`src/rtl/core/bftd_pkg.sv`:
```
`timescale 1ns / 1ps
`default_nettype none
// ----------------------------------------------------------------------------
// bftd_pkg
// Shared types and constants for the presence-tree mask decompressor.
// ----------------------------------------------------------------------------
package bftd_pkg;

	localparam int BYTE_W = 8;

	typedef struct packed {
		logic [7:0] data_byte;
		logic       starts_mask;
		logic [8:0] field_count;
	} in_item_t;

	typedef struct packed {
		logic [7:0] mask_byte;
		logic [4:0] byte_index;
		logic       last_of_mask;
	} out_item_t;

	typedef enum logic [1:0] {
		SEL_DATA = 2'd0,
		SEL_ZERO = 2'd1,
		SEL_LEAF = 2'd2
	} out_sel_t;

	typedef struct packed {
		logic     capture;
		logic     root_go;
		logic     node_rd;
		logic     node_eval;
		logic     tree_fin;
		logic     leaf_rd;
		logic     leaf_cap;
		logic     out_load;
		out_sel_t out_sel;
		logic     byte_adv;
	} cmd_t;

	typedef struct packed {
		logic in_starts;
		logic active;
		logic small_tree;
		logic root_bit;
		logic tree_done;
		logic node_set;
		logic pos_end;
		logic j_last;
		logic last_byte;
		logic out_free;
	} sts_t;

endpackage
`default_nettype wire

```
`src/rtl/core/bftd_ctrl.sv`:
```
`timescale 1ns / 1ps
`default_nettype none
// ----------------------------------------------------------------------------
// bftd_ctrl
// Sequencer: input capture, tree walk one node per read/evaluate pair,
// leaf readout and output loading.
// ----------------------------------------------------------------------------
module bftd_ctrl import bftd_pkg::*; (
	input  logic clk,
	input  logic arst_n,
	input  logic pkt_valid,
	output logic pkt_stall,
	input  sts_t sts,
	output cmd_t cmd
);

	typedef enum logic [8:0] {
		ST_IDLE      = 9'b000000001,
		ST_START     = 9'b000000010,
		ST_WALK_RD   = 9'b000000100,
		ST_WALK_EV   = 9'b000001000,
		ST_LEAF_RD   = 9'b000010000,
		ST_LEAF_EV   = 9'b000100000,
		ST_LEAF_OUT  = 9'b001000000,
		ST_ZERO_OUT  = 9'b010000000,
		ST_SMALL_OUT = 9'b100000000
	} state_t;

	state_t state_q;
	state_t state_d;

	assign pkt_stall = (state_q != ST_IDLE);

	always_comb begin
		cmd     = '0;
		state_d = state_q;
		unique case (state_q)
			ST_IDLE: begin
				if (pkt_valid) begin
					cmd.capture = 1'b1;
					if (sts.in_starts) begin
						state_d = ST_START;
					end else if (sts.active) begin
						state_d = ST_WALK_RD;
					end
				end
			end
			ST_START: begin
				if (sts.small_tree) begin
					state_d = ST_SMALL_OUT;
				end else if (!sts.root_bit) begin
					state_d = ST_ZERO_OUT;
				end else begin
					cmd.root_go = 1'b1;
					state_d     = ST_WALK_RD;
				end
			end
			ST_WALK_RD: begin
				if (sts.tree_done) begin
					cmd.tree_fin = 1'b1;
					state_d      = ST_LEAF_RD;
				end else begin
					cmd.node_rd = 1'b1;
					state_d     = ST_WALK_EV;
				end
			end
			ST_WALK_EV: begin
				if (sts.node_set && sts.pos_end) begin
					state_d = ST_IDLE;
				end else begin
					cmd.node_eval = 1'b1;
					state_d       = ST_WALK_RD;
				end
			end
			ST_LEAF_RD: begin
				cmd.leaf_rd = 1'b1;
				state_d     = ST_LEAF_EV;
			end
			ST_LEAF_EV: begin
				cmd.leaf_cap = 1'b1;
				state_d      = sts.j_last ? ST_LEAF_OUT : ST_LEAF_RD;
			end
			ST_LEAF_OUT: begin
				if (sts.out_free) begin
					cmd.out_load = 1'b1;
					cmd.out_sel  = SEL_LEAF;
					if (sts.last_byte) begin
						state_d = ST_IDLE;
					end else begin
						cmd.byte_adv = 1'b1;
						state_d      = ST_LEAF_RD;
					end
				end
			end
			ST_ZERO_OUT: begin
				if (sts.out_free) begin
					cmd.out_load = 1'b1;
					cmd.out_sel  = SEL_ZERO;
					if (sts.last_byte) begin
						state_d = ST_IDLE;
					end else begin
						cmd.byte_adv = 1'b1;
					end
				end
			end
			ST_SMALL_OUT: begin
				if (sts.out_free) begin
					cmd.out_load = 1'b1;
					cmd.out_sel  = SEL_DATA;
					state_d      = ST_IDLE;
				end
			end
			default: begin
				state_d = ST_IDLE;
			end
		endcase
	end

	always_ff @(posedge clk or negedge arst_n) begin
		if (!arst_n) begin
			state_q <= ST_IDLE;
		end else begin
			state_q <= state_d;
		end
	end

endmodule
`default_nettype wire

```
`src/rtl/core/bftd_dp.sv`:
```
`timescale 1ns / 1ps
`default_nettype none
// ----------------------------------------------------------------------------
// bftd_dp
// Datapath: node pair memory, walk cursor and bit position, leaf byte
// assembly and the output register.
// ----------------------------------------------------------------------------
module bftd_dp import bftd_pkg::*; #(
	parameter int MAX_FIELDS = 256
) (
	input  logic      clk,
	input  logic      arst_n,
	input  in_item_t  pkt,
	output out_item_t mask,
	output logic      mask_valid,
	input  logic      mask_stall,
	input  cmd_t      cmd,
	output sts_t      sts
);

	localparam int CAP  = (MAX_FIELDS < 256) ? MAX_FIELDS : 256;
	localparam int LW   = $clog2(CAP);
	localparam int KW   = LW - 3;
	localparam int ROWS = 1 << LW;

	// row r holds nodes 2r (bit 0) and 2r+1 (bit 1)
	logic [1:0]    tree_mem_q [ROWS];
	logic [1:0]    rdata_q;
	logic [7:0]    bits_q;
	logic [7:0]    acc_q;
	logic [LW:0]   leaves_q;
	logic [LW:0]   cursor_q;
	logic [3:0]    pos_q;
	logic [KW-1:0] k_q;
	logic [1:0]    j_q;
	logic          active_q;
	logic          aw_q;
	logic          mask_valid_q;
	out_item_t     mask_q;

	logic [8:0]    cnt_sat;
	logic [9:0]    cand;
	logic [LW:0]   size_v;
	logic          cur_bit;
	logic          node_set;
	logic          cursor_adv;
	logic          we;
	logic [LW-1:0] waddr;
	logic [1:0]    wdata;
	logic          re;
	logic [LW-1:0] raddr;
	logic [LW-1:0] leaf_row;
	logic          last_byte;
	out_item_t     out_next;

	always_comb begin
		cnt_sat = pkt.field_count;
		if (pkt.field_count == 9'd0) begin
			cnt_sat = 9'd1;
		end else if (pkt.field_count > 9'(CAP)) begin
			cnt_sat = 9'(CAP);
		end
		size_v = '0;
		cand   = '0;
		for (int i = LW; i >= 0; i--) begin
			cand = 10'(1) << i;
			if (cand >= {1'b0, cnt_sat}) begin
				size_v = cand[LW:0];
			end
		end
	end

	assign cur_bit    = bits_q[pos_q[2:0]];
	assign node_set   = rdata_q[cursor_q[0]];
	assign cursor_adv = cmd.node_eval && (!node_set || aw_q || !cur_bit);
	assign leaf_row   = leaves_q[LW:1] + {1'b0, k_q, j_q};
	assign last_byte  = (({1'b0, k_q} + (LW - 2)'(1)) == leaves_q[LW:3]);

	always_comb begin
		we    = 1'b0;
		waddr = '0;
		wdata = 2'b00;
		if (cmd.root_go) begin
			we    = 1'b1;
			wdata = 2'b10;
		end else if (cursor_adv) begin
			we    = 1'b1;
			waddr = cursor_q[LW-1:0];
			if (!node_set) begin
				wdata = 2'b00;
			end else if (aw_q) begin
				wdata = {1'b1, cur_bit};
			end else begin
				wdata = 2'b01;
			end
		end
	end

	assign re    = cmd.node_rd || cmd.leaf_rd;
	assign raddr = cmd.leaf_rd ? leaf_row : cursor_q[LW:1];

	always_ff @(posedge clk) begin
		if (we) begin
			tree_mem_q[waddr] <= wdata;
		end
		if (re) begin
			rdata_q <= tree_mem_q[raddr];
		end
	end

	always_ff @(posedge clk) begin
		if (cmd.capture) begin
			bits_q <= pkt.data_byte;
		end
		if (cmd.leaf_cap) begin
			acc_q[{j_q, 1'b0} +: 2] <= rdata_q;
		end
	end

	always_ff @(posedge clk or negedge arst_n) begin
		if (!arst_n) begin
			leaves_q <= '0;
			cursor_q <= (LW + 1)'(1);
			pos_q    <= '0;
			k_q      <= '0;
			j_q      <= '0;
			active_q <= 1'b0;
			aw_q     <= 1'b0;
		end else begin
			if (cmd.capture) begin
				pos_q <= '0;
				k_q   <= '0;
				j_q   <= '0;
				if (pkt.starts_mask) begin
					leaves_q <= size_v;
					cursor_q <= (LW + 1)'(1);
					aw_q     <= 1'b0;
					active_q <= 1'b0;
				end
			end
			if (cmd.root_go) begin
				active_q <= 1'b1;
				pos_q    <= 4'd1;
			end
			if (cmd.node_eval && node_set) begin
				pos_q <= pos_q + 4'd1;
				aw_q  <= !aw_q && cur_bit;
			end
			if (cursor_adv) begin
				cursor_q <= cursor_q + (LW + 1)'(1);
			end
			if (cmd.tree_fin) begin
				active_q <= 1'b0;
				aw_q     <= 1'b0;
				cursor_q <= (LW + 1)'(1);
			end
			if (cmd.leaf_cap) begin
				j_q <= j_q + 2'd1;
			end
			if (cmd.byte_adv) begin
				k_q <= k_q + KW'(1);
				j_q <= '0;
			end
		end
	end

	always_comb begin
		unique case (cmd.out_sel)
			SEL_DATA: out_next = '{mask_byte: bits_q, byte_index: 5'd0, last_of_mask: 1'b1};
			SEL_ZERO: out_next = '{mask_byte: 8'd0, byte_index: 5'(k_q),
				last_of_mask: last_byte};
			SEL_LEAF: out_next = '{mask_byte: acc_q, byte_index: 5'(k_q),
				last_of_mask: last_byte};
			default:  out_next = '0;
		endcase
	end

	always_ff @(posedge clk or negedge arst_n) begin
		if (!arst_n) begin
			mask_valid_q <= 1'b0;
		end else if (cmd.out_load) begin
			mask_valid_q <= 1'b1;
		end else if (!mask_stall) begin
			mask_valid_q <= 1'b0;
		end
	end

	always_ff @(posedge clk) begin
		if (cmd.out_load) begin
			mask_q <= out_next;
		end
	end

	assign mask       = mask_q;
	assign mask_valid = mask_valid_q;

	assign sts.in_starts  = pkt.starts_mask;
	assign sts.active     = active_q;
	assign sts.small_tree = (leaves_q <= (LW + 1)'(BYTE_W));
	assign sts.root_bit   = bits_q[0];
	assign sts.tree_done  = (cursor_q >= leaves_q);
	assign sts.node_set   = node_set;
	assign sts.pos_end    = (pos_q == 4'(BYTE_W));
	assign sts.j_last     = (j_q == 2'd3);
	assign sts.last_byte  = last_byte;
	assign sts.out_free   = !mask_valid_q || !mask_stall;

endmodule
`default_nettype wire

```
`src/rtl/core/bitflag_tree_decompressor.sv`:
```
`timescale 1ns / 1ps
`default_nettype none
// ----------------------------------------------------------------------------
// bitflag_tree_decompressor
// Rebuilds a field-presence bitmask from presence-tree coded packet bytes.
//
//   channel | signals                     | carries
//   --------+-----------------------------+--------------------------------
//   pkt     | pkt_valid, pkt_stall, pkt   | compressed byte, start, count
//   mask    | mask_valid, mask_stall, mask| decoded byte, index, last flag
//
// A byte is taken in idle; the walk reads, then evaluates, each code bit or clear
// node in memory, then closes the tree, and for each mask byte reads four node
// pairs and loads the output register. A small mask holds pkt_stall through start
// and one output load; a cleared-root mask through start and one load per byte.
// Reset clears the sequencer and output valid; node memory needs no clearing.
// mask_stall holds the output register; pkt_stall is high outside idle.
// ----------------------------------------------------------------------------
module bitflag_tree_decompressor import bftd_pkg::*; #(
	parameter int MAX_FIELDS = 256
) (
	input  logic      clk,
	input  logic      arst_n,
	input  logic      pkt_valid,
	output logic      pkt_stall,
	input  in_item_t  pkt,
	output logic      mask_valid,
	input  logic      mask_stall,
	output out_item_t mask
);

	cmd_t cmd;
	sts_t sts;

	bftd_ctrl u_ctrl (
		.clk       (clk),
		.arst_n    (arst_n),
		.pkt_valid (pkt_valid),
		.pkt_stall (pkt_stall),
		.sts       (sts),
		.cmd       (cmd)
	);

	bftd_dp #(
		.MAX_FIELDS (MAX_FIELDS)
	) u_dp (
		.clk        (clk),
		.arst_n     (arst_n),
		.pkt        (pkt),
		.mask       (mask),
		.mask_valid (mask_valid),
		.mask_stall (mask_stall),
		.cmd        (cmd),
		.sts        (sts)
	);

	a_load_free: assert property (@(posedge clk) disable iff (!arst_n)
		cmd.out_load |-> sts.out_free)
		else $error("output load over an untaken transfer");

	a_eval_open: assert property (@(posedge clk) disable iff (!arst_n)
		cmd.node_eval |-> !sts.tree_done)
		else $error("node evaluated past the last internal node");

	a_start_busy: assert property (@(posedge clk) disable iff (!arst_n)
		(pkt_valid && !pkt_stall && pkt.starts_mask) |=> pkt_stall)
		else $error("start transfer did not occupy the sequencer");

endmodule
`default_nettype wire
```
`config.mk`:
```
export PLATFORM = sky130hd
export DESIGN_NAME = bitflag_tree_decompressor
export DESIGN_NICKNAME = d
export VERILOG_FILES = /design/src/rtl/core/bftd_pkg.sv /design/src/rtl/core/bftd_ctrl.sv /design/src/rtl/core/bftd_dp.sv /design/src/rtl/core/bitflag_tree_decompressor.sv
export SDC_FILE = /design/constraint.sdc
export NUM_CORES = 1
export LEC_CHECK = 0
export ABC_AREA = 1
export BUFFER_PORTS_ARGS = -buffer_cell sky130_fd_sc_hd__clkbuf_2
export CORE_ASPECT_RATIO = 0.75
export CORE_UTILIZATION = 45
export CTS_CLUSTER_DIAMETER = 50
export DETAILED_ROUTE_END_ITERATION = 6
export PLACE_DENSITY = 0.68
export SYNTH_ARGS = -nofsm -noshare
export SYNTH_HDL_FRONTEND = slang
export SYNTH_SLANG_ARGS = --single-unit
```
`constraint.sdc`:
```
create_clock -name clk -period 26.7 [get_ports clk]
set_input_delay 6.675 -clock clk [delete_from_list [all_inputs] [get_ports clk]]
set_output_delay 6.675 -clock clk [all_outputs]
set_load 0.05 [all_outputs]
```
# Yosys cells after proc, flatten, opt, wreduce, memory -nomap -nowiden
# Memory sizes are Yosys's and may differ from the RTL's. A register that Yosys moved wholly into a read port is not among the register bits.
# Index checks and enable logic that the tools add are counted.
# W data, S select, Z words.
# classes
n_mux	81
n_eq_ne	22
addsub	7
reduce_logical	29
order_cmp	14
n_shift	2
# op_table
operator	count
$mux W9	23
$pmux W9 S9	1
$pmux W14 S3	1
$mux W8	4
$mux W1	29
$reduce_bool A3 Y1	8
$mux W4	5
$mux W5	4
$mux W2	7
$add A9 B1 Y9 const B	1
$eq A9 B1 Y1 const B	1
$eq A9 B2 Y1 const B	1
$eq A9 B3 Y1 const B	1
$eq A9 B4 Y1 const B	1
$eq A9 B5 Y1 const B	1
$eq A9 B6 Y1 const B	1
$eq A9 B7 Y1 const B	1
$eq A9 B8 Y1 const B	1
$eq A9 B9 Y1 const B	1
$ge A1 B9 Y1 const A	1
$ge A2 B9 Y1 const A	1
$ge A3 B9 Y1 const A	1
$ge A4 B9 Y1 const A	1
$ge A5 B9 Y1 const A	1
other kinds (39)	58
# word_totals
out_inout_bits	16
mem_bits_rw	512
memories	1
ff_bits	71
# memory_table
name	depth	word_bits	read_ports	rd_ports_with_merged_regs	write_ports	line_no	rtl
u_dp.tree_mem_q	256	2	1	1	1	bftd_dp.sv:27	logic [1:0] tree_mem_q [ROWS];

# Depth between registers and ports, before layout
# depth
ltp_word	13
depth_mapped	19
mapped_depth_nobuf	16

# By module
# Synthesis repeated with hierarchy kept, for this count alone.
# hier_totals
hier_cells	3015
area_unflattened_um2	28361.0
# by_module_without_submodules
mod	n_inst	area_each_um2	cells_per_inst
bftd_dp	1	27568.9	2886
bftd_ctrl	1	792.0	129

# Least setup slack after synthesis
# OpenSTA, ideal clock, no wires.
# synth_timing
kind	flip-flop to flip-flop
from	reg u_ctrl.state_q[7]
to	mem u_dp.tree_mem_q[0][0], data pin
arrival_time_ps	23279
path_stages_with_launch	11
setup_time_ps	4463
period_less_slack_ps	27742
setup_slack_ps	-1042
t_required_ps	22237
path_cell_list	dfrtp_1 > inv_1 > nand2_2 > nor2_2 > inv_2 > nor4_4 > inv_2 > nor2_4 > nand2_4 > buf_2 > a2111oi_0
# synth_via
elab_chain_cells	5
elab_cells_between_ends	7
cone_classes	2 x eq/ne; 4 x mux; 1 x reduce/logical
# synth_rtl
item	line_no	rtl
from (decl)	bftd_ctrl.sv:29	state_t state_q;
from (signal assigned)	bftd_ctrl.sv:123	state_q <= state_d;
$eq A9 B4 Y1	bftd_ctrl.sv:37	unique case (state_q)
$mux W1	bftd_ctrl.sv:37	
$logic_and A1 B1 Y1	bftd_dp.sv:75	assign cursor_adv = cmd.node_eval && (!node_set || aw_q || !cur_bit);
$mux W2	bftd_dp.sv:86	end else if (cursor_adv) begin
$mux W2 (*)	bftd_dp.sv:83	if (cmd.root_go) begin
via u_dp.wdata[0]	bftd_dp.sv:49	logic [1:0] wdata;
to (decl)	bftd_dp.sv:27	
# Mark *: on every way through the listed nets, which the timed path passes. The rest lies on a longest branch.

# Worst setup path in the final report
# layout_timing
from	reg u_ctrl.state_q[4]
to	out pkt_stall
# layout_via
elab_chain_cells	1
# layout_rtl
item	line_no	rtl
$ne A9 B1 Y1	bftd_ctrl.sv:32	assign pkt_stall = (state_q != ST_IDLE);
to (decl)	bitflag_tree_decompressor.sv:25	output logic pkt_stall,
# Every way passes these cells.

==> run summary <==
Detailed Routing Iterations Pass 1: 7
CP peak stage delay: 0.41 ns
hold path startpoint: u_dp.mask_valid$_DFFE_PN0P_
fraction of registers with async set or reset after synthesis: 7.01%
final cell count without fillers: 3732
placed cells: 3629
WL per Instance: 18.8 µm
status: complete, but fails checks
Peak VDD IR: 0.0574 mV
gpl congestion: 0.865
top_reg_cell synth: edfxtp_1
ANT cells: 0
CTS Buffer Depth: 3
worst r2r src: u_dp.j_q[0]$_DFFE_PN0P_
P per Cell Area: 76.6 nW/µm²
Synth area leader: edfxtp_1
Cells after Synth: 2919
Top delay family on crit path: simple AND/OR/NAND/NOR gates
# H-tree levels: 2
Crit. Startpoint: u_ctrl.state_q[4]$_DFFE_PN0P_
total global-route track usage: 22.4%
Setup Buffers After CTS: 0
flop and latch count out of synthesis: 585
final hold viol count: 0
detailed-route DRC error count: 7
Relative slew margins: 20.1%
clk_skew: 0.0239 ns
Leakage: 0.0125 µW
Setup CP Type: flop to primary output
drt total wl: 70.3 mm
HPWL after detailed placement: 39.5 mm
Syn-to-layout area delta: 9.11%
worst hold slack: 0.526 ns
Mean Syn Cell Area: 9.54 µm²
largest net degree at the start of global routing: 257
period utilisation layout: 32.5%
WP buf/inv: 3
Critical Path, Cell by Cell: nor2_1, inv_1, nor2_2, inv_2, nor3_1, nand3_1, clkbuf_2
die height: 217 µm
placement row count: 78
Power, Total: 2330 µW
fillers: 5476
initial antenna violation count: 0
Final nets: 2936
Crit Path Max Fanout: 7
die area: 62900 µm²
top post-synthesis cells by area: edfxtp_1 59%, nand2_1 9.2%, nand3_1 8.3%
area share of the largest cell type after synthesis: 58.6%
Pins Over Slew Limit: 0
syn_nets: 2968
Detail Route Antenna Nets: 0
vias in the first global route: 19200
crit path launch type: flop
Post-CTS Resized: 0
grt ovf: 0
Vias: 19900
first-pass GRT wire length: 108 mm
Req. time, crit path: 20.02 ns
Util after Layout: 50.0%
Arrival @ worst endpoint: 2.01 ns
Peak Freq: 115 MHz
cts bufs inserted: 56
Yosys warning count: 0
vias per std cell: 5.34
DR iter-0 viols: 2169
cts hold-fix bufs: 0
RSZ-0062 raised after global routing: false
failing checks: DRC
setup_tns: 0 ns
footprint of the multi-input gates: 8060 µm²
Tightest Pin Transition: 1.20 ns
CTS tree: built
Final min period: 8.69 ns
clock slew at reported path FFs: 0.06 ns
io pins: 38
total core area: 60800 µm²
worst min path class: flop to flop
Crit. End Element: primary output
Slowest-stage cell, CP: dfrtp_1
Root Buffer: clkbuf_16
Chip Width: 289 µm
Netlist Area Pre-Place: 27900 µm²
post-synthesis cell type count: 47
MaxCap Viol Count: 0
Seq/Total Area, Yosys: 62.3%
Sequential Area: 17400 µm²
latest clock arrival within the worst-skew pair: 0.61 ns
Starting Density: 45.8%
Finish-stage setup viols: 0
layout cells sized above 1: 7.23%
total clock sinks: 585
number of flops mapped to enable cells by yosys: 544
Port Buffers: 37
-- power breakdown --
group          internal [µW]  total [µW]  leakage, µW  switching (µW)
clock network            471         811     0.000904             339
logic                    127         470      0.00636             343
registers               1020        1050      0.00528            24.2
-- worst paths after layout --
path | end | slack [ns] | cells past startpoint
setup / recovery | pkt_stall | 18.01 | 7
hold / removal | u_dp.mask_valid$_DFFE_PN0P_ | 0.53 | 2
setup reg to reg | u_dp.rdata_q[0]$_DFFE_PP_ | 21.70 | 14
hold reg to reg | u_dp.mask_valid$_DFFE_PN0P_ | 0.53 | 2
max in group asynchronous | u_dp.k_q[0]$_DFFE_PN0P_ | 19.78 | 1
min in group asynchronous | u_ctrl.state_q[2]$_DFFE_PN0P_ | 6.27 | 1
-- stage by stage --
stage	setup WS [ns]	area, µm²
floorplan	7.00	27900
global placement	18.43	28500
detailed placement	18.40	28500
CTS	18.03	30400
global route	17.91	30400
finish	18.01	30400
-- Yosys cell counts, types with 4 or more instances --
master / number
nand2_1: 683
edfxtp_1: 544
inv_1: 469
nand3_1: 464
nor2_1: 308
buf_2: 125
o21ai_0: 42
dfrtp_1: 39
nand2_2: 31
ha_1: 26
a21oi_1: 20
o21ai_1: 16
o22ai_1: 15
nor3_1: 14
o211ai_1: 14
nor2_4: 12
inv_2: 11
xor2_1: 11
clkbuf_1: 10
nor4_1: 8
nand4_1: 7
o32ai_1: 5
nand2_4: 4
nor2_2: 4
-- worst min-delay path: cells and delay by family, from the launching register on --
| kind | cells | cell delay (ns) |
|---|---|---|
| flip-flops | 1 | 0.34 |
| AND/OR/NAND/NOR | 2 | 0.16 |
-- cells in the final DEF, fill, tap and decap left out, drive strengths merged, types with 3 or more instances in the layout --
cell type    n
xor2        11
nor4        12
dfrtp       39
nand3      468
nand2      718
nor3        15
buf         13
o22ai       15
ha          26
clkinv      20
o32ai        5
o21ai       60
bufinv       8
o211ai      14
nor2       324
nand4        7
a21oi       21
clkbuf     109
edfxtp     544
inv        481
a22o         3
-- metal layers --
layer	global-route usage (%)	share of wire [%]	vias to the layer above
li1	-	-	9450
met1	31.3	43	9465
met2	35.2	45	864
met3	4.76	9.8	152
met4	6.72	2.8	0
met5	0	0	-
-- layout make-up --
type / instances / area share (%)
clock inverter: 31 / 1.19
inverter: 480 / 5.93
tap: 800 / 3.29
sequential: 585 / 57.1
multi-input combinational: 1714 / 26.5
timing repair buffer: 50 / 1.01
clock buffer: 72 / 4.91
-- cells by family after synthesis --
group,count (synthesis),synth area share (%)
flops,585,62.3
buf+inv,620,9.01
simple gates,1546,24.3
xor+xnor,13,0.409
fa+ha+maj,27,1.24
compound gates,128,2.74
-- state kept, by name, summed over array words and instances, names as in the netlist, 5 cells and up --
register         cells
u_dp.acc_q           8
u_dp.bits_q          8
u_dp.leaves_q        9
u_dp.tree_mem_q    512
u_ctrl.state_q       9
u_dp.k_q             5
u_dp.cursor_q        9
u_dp.mask           14
Note: power is estimated with default switching activity, not from simulation.
